===== src/hdl/ssi_pkg.sv =====
// Shared types, constants and helper functions for the segment set intersection block.
package ssi_pkg;

    localparam int COORD_W = 24;
    localparam int DIFF_W  = COORD_W + 1;
    localparam int PROD_W  = 2 * DIFF_W;
    localparam int SUM_W   = PROD_W + 1;
    localparam int IP_W    = COORD_W - 8;
    localparam int SEG_W   = 4 * COORD_W;
    localparam int MAX_SEGMENTS_DEF = 64;

    localparam logic [1:0] CMD_STORE = 2'd0;
    localparam logic [1:0] CMD_TEST  = 2'd1;
    localparam logic [1:0] CMD_CLEAR = 2'd2;

    localparam logic [1:0] REG_OWN_X   = 2'd0;
    localparam logic [1:0] REG_OWN_Y   = 2'd1;
    localparam logic [1:0] REG_OTHER_X = 2'd2;
    localparam logic [1:0] REG_OTHER_Y = 2'd3;

    typedef logic signed [COORD_W-1:0] t_coord;

    typedef struct packed {
        t_coord x0;
        t_coord y0;
        t_coord x1;
        t_coord y1;
    } t_seg;

    typedef struct packed {
        logic [1:0] cmd;
        t_seg       seg;
        logic       final_test;
    } t_item;

    typedef struct packed {
        t_coord own_x;
        t_coord own_y;
        t_coord other_x;
        t_coord other_y;
    } t_pos;

    // Saturating Q16.8 add.
    function automatic t_coord sat_add(input t_coord a, input t_coord b);
        logic signed [COORD_W:0] s;
        s = {a[COORD_W-1], a} + {b[COORD_W-1], b};
        if (s[COORD_W] != s[COORD_W-1])
            sat_add = s[COORD_W] ? {1'b1, {(COORD_W-1){1'b0}}} : {1'b0, {(COORD_W-1){1'b1}}};
        else
            sat_add = s[COORD_W-1:0];
    endfunction

    // Integer part, truncated toward zero.
    function automatic logic signed [IP_W-1:0] ipart(input t_coord v);
        logic signed [IP_W-1:0] t;
        t = v[COORD_W-1:8];
        if (v[COORD_W-1] && (v[7:0] != 8'd0))
            ipart = t + IP_W'(1);
        else
            ipart = t;
    endfunction

    function automatic t_seg seg_shift(input t_seg s, input t_coord px, input t_coord py);
        t_seg r;
        r.x0 = sat_add(s.x0, px);
        r.y0 = sat_add(s.y0, py);
        r.x1 = sat_add(s.x1, px);
        r.y1 = sat_add(s.y1, py);
        seg_shift = r;
    endfunction

endpackage


===== src/hdl/ssi_front.sv =====
// Front end: accepts items, drops unused commands, two-entry queue to the back end.
module ssi_front
    import ssi_pkg::*;
(
    input  logic  i_clk,
    input  logic  i_rst_n,
    input  logic  i_valid,
    output logic  o_ready,
    input  t_item i_item,
    output logic  o_q_valid,
    input  logic  i_q_ready,
    output t_item o_q_item
);

    t_item      r_e0, r_e1;
    logic [1:0] r_cnt;
    t_item      n_e0, n_e1;
    logic [1:0] n_cnt;
    logic       push, pop, known;

    always_comb begin
        case (i_item.cmd)
            CMD_STORE, CMD_TEST, CMD_CLEAR: known = 1'b1;
            default:                        known = 1'b0;
        endcase
    end

    assign o_ready   = (r_cnt != 2'd2);
    assign o_q_valid = (r_cnt != 2'd0);
    assign o_q_item  = r_e0;
    assign push      = i_valid && o_ready && known;
    assign pop       = o_q_valid && i_q_ready;

    always_comb begin
        n_e0  = r_e0;
        n_e1  = r_e1;
        n_cnt = r_cnt;
        if (pop && push) begin
            if (r_cnt == 2'd1) begin
                n_e0 = i_item;
            end else begin
                n_e0 = r_e1;
                n_e1 = i_item;
            end
        end else if (pop) begin
            n_e0  = r_e1;
            n_cnt = r_cnt - 2'd1;
        end else if (push) begin
            if (r_cnt == 2'd0)
                n_e0 = i_item;
            else
                n_e1 = i_item;
            n_cnt = r_cnt + 2'd1;
        end
    end

    always_ff @(posedge i_clk) begin
        r_e0 <= n_e0;
        r_e1 <= n_e1;
        if (!i_rst_n)
            r_cnt <= 2'd0;
        else
            r_cnt <= n_cnt;
    end

endmodule


===== config.mk =====
export PLATFORM = sky130hd
export DESIGN_NAME = ssi_front
export DESIGN_NICKNAME = d
export VERILOG_FILES = /design/src/hdl/ssi_pkg.sv /design/src/hdl/ssi_front.sv
export SDC_FILE = /design/constraint.sdc
export NUM_CORES = 1
export LEC_CHECK = 0
export ABC_AREA = 1
export BUFFER_PORTS_ARGS = -buffer_cell sky130_fd_sc_hd__buf_2
export CAP_MARGIN = 0
export CORE_MARGIN = 2
export CORE_UTILIZATION = 40
export DETAILED_ROUTE_END_ITERATION = 10
export GPL_TIMING_DRIVEN = 0
export RECOVER_POWER = 25
export SKIP_LAST_GASP = 1
export SLEW_MARGIN = 20
export SYNTH_ARGS = -nofsm -noshare
export SYNTH_HDL_FRONTEND = slang
export SYNTH_SLANG_ARGS = --single-unit

===== constraint.sdc =====
create_clock -name i_clk -period 12.25 [get_ports i_clk]
set_clock_uncertainty 0.05 [all_clocks]
set_input_delay 0.6125 -clock i_clk [delete_from_list [all_inputs] [get_ports i_clk]]
set_output_delay 0.6125 -clock i_clk [all_outputs]
set_load 0.02 [all_outputs]

==> results of run 1 <==
routing by layer:
| metal | routed length, um | GRT usage | vias to the layer above | share of wire |
|---|---|---|---|---|
| met5 | 13 | 0 | - | 0.00052 |
| met4 | 577 | 0.0605 | 2 | 0.023 |
| met3 | 1420 | 0.0362 | 38 | 0.057 |
| met2 | 11900 | 0.321 | 245 | 0.47 |
| met1 | 11200 | 0.258 | 3628 | 0.45 |
| li1 | - | - | 3999 | - |
placed cells by master, fill, tap and decap left out, types with 5 or more instances in the layout:
| master | n |
|---|---|
| clkbuf_16 | 17 |
| clkbuf_1 | 136 |
| o21ai_0 | 91 |
| inv_1 | 206 |
| o21ai_1 | 10 |
| nand2_1 | 302 |
| edfxtp_1 | 198 |
| ha_1 | 5 |
| a21oi_1 | 101 |
| buf_2 | 119 |
| buf_16 | 10 |
| nand3_1 | 101 |
| buf_6 | 12 |
area by class of cell:
| type | instances | area (um2) | area share |
|---|---|---|---|
| inverters | 209 | 785 | 0.0652 |
| plain buffers | 64 | 384 | 0.0319 |
| clock buffers | 18 | 429 | 0.0357 |
| clock inverters | 14 | 139 | 0.0115 |
| well taps | 324 | 405 | 0.0337 |
| multi-input cells | 614 | 2760 | 0.229 |
| flip-flops and latches | 200 | 5990 | 0.497 |
| repair buffers | 214 | 1150 | 0.0956 |
registers in the layout, summed over array words and instances (netlist names):
register  flops
r_e1         99
o_q_item     99
r_cnt         2
where the power goes:
group	switching [uW]	leakage [uW]	total [uW]	internal, uW
Sequential	53.0	0.00187	1110	1060
Clock	268	0.000272	554	287
Combinational	763	0.00337	1120	354
per-stage QoR:
step / power (uW) / worst slack, ns
3_3_place_gp: 2260 / -0.464
3_5_place_dp: 2270 / 8.36
6_report: 2790 / 8.42
4_1_cts: 2830 / 8.34
5_1_grt: 2960 / 8.17
2_1_floorplan: 1870 / 3.73
path summary, 6_finish.rpt:
kind	startpoint	end	slack, ns	cells past startpoint
hold / removal	i_item[83]	r_e1[83]	0.36	1
hold reg to reg	r_cnt[0]	r_cnt[0]	0.50	2
setup reg to reg	r_cnt[0]	r_e1[41]	8.42	14
setup / recovery	r_cnt[0]	r_e1[41]	8.42	14
worst reg2reg max path, cell delays in order (launching register included):
cell and delay (ns):
dfxtp_1 0.34, inv_1 0.08, ha_1 0.21, inv_2 0.13, nand2_1 0.11, inv_2 0.27
buf_2 0.30, ha_1 0.19, inv_1 0.05, clkbuf_1 0.36, buf_2 0.34, a21oi_4 0.51
buf_8 0.23, buf_16 0.17, buf_16 0.17
logic make-up (layout without fill, tap and decap cells):
family,Yosys count,count (layout),synth area share
compound gates,205,205,0.104
fa+ha+maj,5,5,0.00633
buf+inv,273,519,0.118
simple gates,404,404,0.166
flops,200,200,0.605
==> reports/qor.txt, run 1 <==
Status = completed
Synth area leaders = edfxtp_1, nand2_1, inv_1
Root Buffer = clkbuf_16
Vias in the first global route = 7602
Max Slew Vio Count = 0
CTS tree = built
Placed cell area = 11600 um2
Routed Antenna Nets = 0
Clk_lat worst skew = 0.43 ns
Worst slew margin = 0.451
Maximum vdd drop = 0.117 mV
Leak Pwr = 0.00551 uW
Die X = 161 um
Top cell type by total area after synthesis = edfxtp_1
Fin Hold WS = 0.362 ns
Core ar. = 24300 um2
Final cell count without fillers = 1657
Seq/Total Area, Yosys = 0.605
Filler instances = 2334
First-pass GRT wire length = 39.5 mm
Clock Pin Slew Worst Setup and Hold Paths = 0.08 ns
Placement Rows = 57
WS Path Type = reg2reg
Gr ovfl total = 0
Post-CTS Resized = 0
CP startpoint kind = flip-flop
Async set-reset flop share out of synthesis = 0
Endpoints failing hold = 0
DPL Wire Length = 17.2 mm
Post-CTS Setup Inserts = 0
Wire per inst = 15.2 um
Final wirelength = 25.1 mm
Syn avg cell area = 9.10 um2
Post-synth top area share = 0.601
Critical path's largest stage delay = 0.51 ns
Area Growth Syn to Fin = 21.7%
Net count after synthesis = 1195
Post-CTS Hold Buffers = 0
Worst-Margin Slew = 0.823 ns
Req. time, crit path = 12.34 ns
Ys flop type = edfxtp_1
Post-Route Utilization = 0.495
Via density = 4.77
Critical path buffer and inverter count = 10
Cells after Synth = 1087
Final Net Count = 1428
Initial DRC Count = 439
Placed cells = 1625
FF+latch count, synth = 200
Period utilization = 0.312
Cts bufs inserted = 17
Crit path max-delay cell type = a21oi_4
Crit path DAT = 3.91 ns
Hold crit path type = in2reg
Starting density of the core = 0.407
Initial antenna violation count = 1
Final setup viols = 0
Die Span Y = 161 um
Setup TNS = 0 ns
Gr usage total = 0.193
Crit path max fanout = 18
Total number of yosys warnings = 0
I/O Buffers = 203
Top Ports = 204
Max-Cap Viols = 0
CTS Sinks = 200
RSZ-0062 raised after global routing = false
Final instance area = 12000 um2
Most frequent cells after synthesis = nand2_1, inv_1, edfxtp_1
Crit path max-delay family = buffers and inverters
Top-count cell post-synth = nand2_1
Pin count of the biggest net entering global routing = 25
Final antenna diode count = 0
DRC = 0
Max Buffers Root-to-Sink = 2
Unique masters post-synth = 16
Final min period = 3.83 ns
Crit. End Element = flip-flop
Die area = 26000 um2
Gpl congestion = 0.778
Crit path cell chain = inv_1 -> ha_1 -> inv_2 -> nand2_1 -> inv_2 -> buf_2 -> ha_1 -> inv_1 -> clkbuf_1 -> buf_2 -> a21oi_4 -> buf_8 -> buf_16 -> buf_16
Pwr Density = 231 nW/um2
DR vias = 7912
Max frequency = 261 MHz
Drt first pass iters = 5
Post-synth EDFFs = 198
Layout cell share with drive strength beyond 1 = 0.133
H-tree levels = 4
Synth Cell Area = 9890 um2
No activity file was read; power rests on OpenSTA's default activity.
==> inputs of run 2 (changes only) <==
==> constraint.sdc (replaced) <==
create_clock -name i_clk -period 3.15 [get_ports i_clk]
set_clock_uncertainty 0.05 [all_clocks]
set_input_delay 0.1575 -clock i_clk [delete_from_list [all_inputs] [get_ports i_clk]]
set_output_delay 0.1575 -clock i_clk [all_outputs]
set_load 0.02 [all_outputs]
==> reports/qor.txt, run 2 (synthesis results as in run 1) <==
Status = completed
WS Path Type = reg2reg
Core ar. = 24300 um2
Met2 wire length = 12.6 mm
Clk_lat worst skew = 0.43 ns
Final setup viols = 0
Crit. End Element = flip-flop
Endpoints failing hold = 0
HP Start = i_q_ready
Area Growth Syn to Fin = 32.7%
DR vias = 8322
Period utilization = 0.938
Maximum vdd drop = 0.382 mV
Max frequency = 338 MHz
Wire per inst = 15.0 um
Die area = 26000 um2
Routed Antenna Nets = 0
Filler instances = 2236
Clock Pin Slew Worst Setup and Hold Paths = 0.08 ns
Cts bufs inserted = 17
Leak Pwr = 0.00596 uW
I/O Buffers = 203
Gpl congestion = 0.768
Met3 wire length = 1.24 mm
DRC = 0
Max-Cap Viols = 0
Tot Pwr = 11100 uW
Root Buffer = clkbuf_16
Drt first pass iters = 6
Worst slew margin = 0.543
Max Slew Vio Count = 0
Worst R2R Start = r_cnt[0]
Final min period = 2.96 ns
Most frequent cells in the layout = nand2_1, inv_1, edfxtp_1
M1 WL = 12.2 mm
Initial DRC Count = 582
Starting density of the core = 0.407
CP startpoint kind = flip-flop
Placement Rows = 57
Crit path launch = r_cnt[0]
Final wirelength = 26.4 mm
H-tree levels = 4
DPL Wire Length = 17.5 mm
Via density = 4.73
Die Span Y = 161 um
Crit path DAT = 3.03 ns
Worst-Margin Slew = 0.685 ns
Dpl ws = 0.166 ns
Max Buffers Root-to-Sink = 2
Uppermost routed layer = met4
Final Worst Setup Slack = 0.194 ns
Gr usage total = 0.205
Die X = 161 um
Layout cell share with drive strength beyond 1 = 0.133
Gr ovfl total = 0
Crit path max fanout = 21
Post-CTS Resized = 0
Pin count of the biggest net entering global routing = 22
Vias in the first global route = 8195
Pwr Density = 843 nW/um2
Final Net Count = 1528
Commonest non-fill, non-tap cell in the layout = nand2_1
Top Ports = 204
RSZ-0062 raised after global routing = false
Initial antenna violation count = 1
Post-Route Utilization = 0.540
CTS tree = built
Hold crit path type = in2reg
CTS Sinks = 200
Req. time, crit path = 3.23 ns
First-pass GRT wire length = 42.1 mm
## run 2: cell count changes in the layout (fill, tap and decap cells not counted), sizes merged
cell         before  now
dlygate4sd3       0  100
diode             0    1
bufinv            1    0
inv             215  216
## run 2: metal layers
layer / GRT usage / vias up
met5: 0 / -
met4: 0.0564 / 0
met3: 0.0326 / 20
met2: 0.347 / 217
met1: 0.275 / 3885
li1: - / 4200
## run 2: power breakdown
part	leakage (uW)	internal, uW	switching [uW]
clock	0.000272	1050	1100
sequential	0.00187	4130	203
combinational	0.00381	1510	3070
total	0.00596	6690	4370
## run 2: repair_timing
action / in CTS / in global routing
buffers inserted: 0 / 0
hold buffers: 100 / 0
hold endpoints to repair: 164 / 0
## run 2: path summary, 6_finish.rpt
| check | to | slack [ns] | cells after the start |
|---|---|---|---|
| hold / removal | r_cnt[1] | 0.03 | 4 |
| setup reg to reg | r_e1[10] | 0.19 | 14 |
| setup / recovery | r_e1[10] | 0.19 | 14 |
| hold reg to reg | r_cnt[0] | 0.48 | 2 |
## run 2: through the flow
stage               cells  area [um2]  hold WS, ns  TNS (ns)
global route         1758       13100       0.0182         0
detailed placement   1625       11700        0.314         0
floorplan            1087       10000        0.206    -31.77
global placement     1614       11400        0.311   -248.09
finish               1758       13100       0.0310         0
CTS                  1757       13300      0.00836         0
## run 2: layout make-up
| type | count | area (um2) | share of cell area |
|---|---|---|---|
| clock inverter | 14 | 136 | 0.0104 |
| sequential | 200 | 5990 | 0.456 |
| tap | 324 | 405 | 0.0309 |
| clock buffer | 18 | 429 | 0.0327 |
| timing repair buffer | 314 | 2150 | 0.164 |
| inverter | 209 | 795 | 0.0605 |
| buffer | 64 | 419 | 0.0319 |
| multi-input combinational | 614 | 2800 | 0.213 |
| antenna | 1 | 2.50 | 0.000191 |
## run 2: worst max-delay path: stages, from the launching register on
cell	delay, ns
dfxtp_2	0.33
inv_2	0.09
ha_4	0.16
inv_8	0.04
nand2_4	0.07
inv_4	0.09
buf_6	0.17
ha_4	0.16
inv_2	0.06
buf_6	0.18
buf_6	0.17
o21bai_2	0.09
a21oi_4	0.54
buf_16	0.25
buf_16	0.19
==> inputs of run 3 (changes only) <==
--- a/config.mk
+++ b/config.mk
@@ -6,11 +6,12 @@
 export NUM_CORES = 1
 export LEC_CHECK = 0
 export ABC_AREA = 1
-export BUFFER_PORTS_ARGS = -buffer_cell sky130_fd_sc_hd__buf_2
 export CAP_MARGIN = 0
 export CORE_MARGIN = 2
 export CORE_UTILIZATION = 40
 export DETAILED_ROUTE_END_ITERATION = 10
+export DONT_BUFFER_PORTS = 1
+export GPL_ROUTABILITY_DRIVEN = 0
 export GPL_TIMING_DRIVEN = 0
 export RECOVER_POWER = 25
 export SKIP_LAST_GASP = 1
==> reports/qor.txt, run 3 (synthesis results as in run 1) <==
Status = completed
Initial antenna violation count = 1
Worst R2R Path Depth = 13
Gr usage total = 0.198
Final cell count without fillers = 1556
Placement Rows = 57
Final Net Count = 1326
Commonest non-fill, non-tap cell in the layout = nand2_1
Core ar. = 24300 um2
Routed Antenna Nets = 0
Tot Pwr = 10800 uW
Die area = 26000 um2
Dpl ws = 0.237 ns
Cts bufs inserted = 17
Drt first pass iters = 5
Worst slew margin = 0.593
First-pass GRT wire length = 40.0 mm
Final Worst Setup Slack = 0.258 ns
Clock Pin Slew Worst Setup and Hold Paths = 0.08 ns
DR vias = 7591
Post-CTS Resized = 0
CTS Sinks = 200
Pin count of the biggest net entering global routing = 27
Wire per inst = 16.5 um
CTS tree = built
Maximum vdd drop = 0.399 mV
DPL Wire Length = 16.8 mm
Via density = 4.88
Worst R2R Start = r_cnt[1]
Root Buffer = clkbuf_16
Period utilization = 0.918
Layout cell share with drive strength beyond 1 = 0.0910
Max Buffers Root-to-Sink = 2
Placed cells = 1422
Final wirelength = 25.7 mm
Crit. End Element = flip-flop
Max frequency = 346 MHz
Hold path cells = 4
I/O Buffers = 0
Final min period = 2.89 ns
Filler instances = 2164
HP Start = i_item[38]
WS Path Type = reg2reg
Req. time, crit path = 3.24 ns
Worst reg-to-reg setup slack = 0.26 ns
Hold crit path type = in2reg
Endpoints failing hold = 0
DRC = 0
Final setup viols = 0
Pwr Density = 874 nW/um2
CP startpoint kind = flip-flop
Starting density of the core = 0.407
Worst Hold Path EP = o_q_item[38]
Leak Pwr = 0.00553 uW
Top Ports = 204
Die Span Y = 161 um
Vias in the first global route = 7341
Area Growth Syn to Fin = 24.5%
H-tree levels = 4
Worst-Margin Slew = 0.609 ns
Setup TNS = 0 ns
RSZ-0062 raised after global routing = false
Die X = 161 um
Crit Reg-Reg Endpoint = r_e1[57]
Gr ovfl total = 0
Crit path DAT = 2.99 ns
Crit path max fanout = 17
Most frequent cells in the layout = nand2_1, inv_1, edfxtp_1
Max-Cap Viols = 0
Initial DRC Count = 554
Max Slew Vio Count = 0
Clk_lat worst skew = 0.44 ns
==> run 3: cell types whose count changed in the layout (fill, tap and decap cells not counted) <==
cell,change
clkinvlp_4,-1
buf_8,-1
clkbuf_1,-125
inv_8,-1
inv_6,-1
buf_16,+1
dlygate4sd3_1,+1
clkinv_4,+3
buf_2,-79
bufinv_16,+1
==> run 3: worst max-delay path by stage <==
stage / startpoint / end / slack [ns] / cells past startpoint
2_1_floorplan: r_cnt[1] / r_e1[0] / -0.32 / 11
3_3_place_gp: r_cnt[1] / r_e1[49] / -1.75 / 11
4_1_cts: r_cnt[1] / r_e1[57] / 0.22 / 13
3_5_place_dp: r_cnt[0] / r_e1[52] / 0.24 / 14
6_report: r_cnt[1] / r_e1[57] / 0.26 / 13
5_1_grt: r_cnt[0] / r_e1[57] / 0.12 / 14
==> run 3: layer usage <==
layer,vias up,share of wire,global-route usage
met1,3541,0.45,0.263
met4,0,0.014,0.0528
met3,21,0.054,0.0480
met2,229,0.48,0.328
met5,-,0,0
li1,3800,-,-
==> run 3: layout make-up <==
cell class | count | area, um2 | area share
sequential | 200 | 5990 | 0.486
buffer | 64 | 419 | 0.0341
multi-input combinational | 614 | 2800 | 0.227
timing repair buffer | 112 | 1310 | 0.107
antenna | 1 | 2.50 | 0.000203
clock buffer | 17 | 425 | 0.0346
inverter | 209 | 795 | 0.0645
clock inverter | 15 | 165 | 0.0134
tap | 324 | 405 | 0.0329
==> run 3: timing repair <==
action | in CTS | in global routing
hold buffers | 101 | 0
endpoints found under the hold margin | 200 | 0
setup buffers | 0 | 0
==> run 3: metrics by stage <==
step | hold slack (ns) | cell area, um2 | util
after floorplan | 0.206 | 10000 | -
after global placement | 0.206 | 10400 | 0.428
after detailed placement | 0.206 | 10700 | 0.440
after CTS | 0.00233 | 12300 | 0.506
after global routing | 0.00146 | 12300 | 0.506
final | 0.0142 | 12300 | 0.506
==> run 3: power breakdown <==
part	switching, uW	leakage [uW]	internal (uW)
clock network	1100	0.000287	1130
logic	2220	0.00337	1200
registers	942	0.00187	4180
==> run 3: critical path, cell delays in order (launching register included) <==
cell      delay, ns
dfxtp_2        0.36
inv_2          0.06
ha_4           0.17
inv_8          0.09
nand2_4        0.07
inv_4          0.16
buf_6          0.19
ha_4           0.14
inv_2          0.04
clkbuf_8       0.18
buf_6          0.16
a21oi_4        0.51
buf_16         0.24
buf_16         0.17
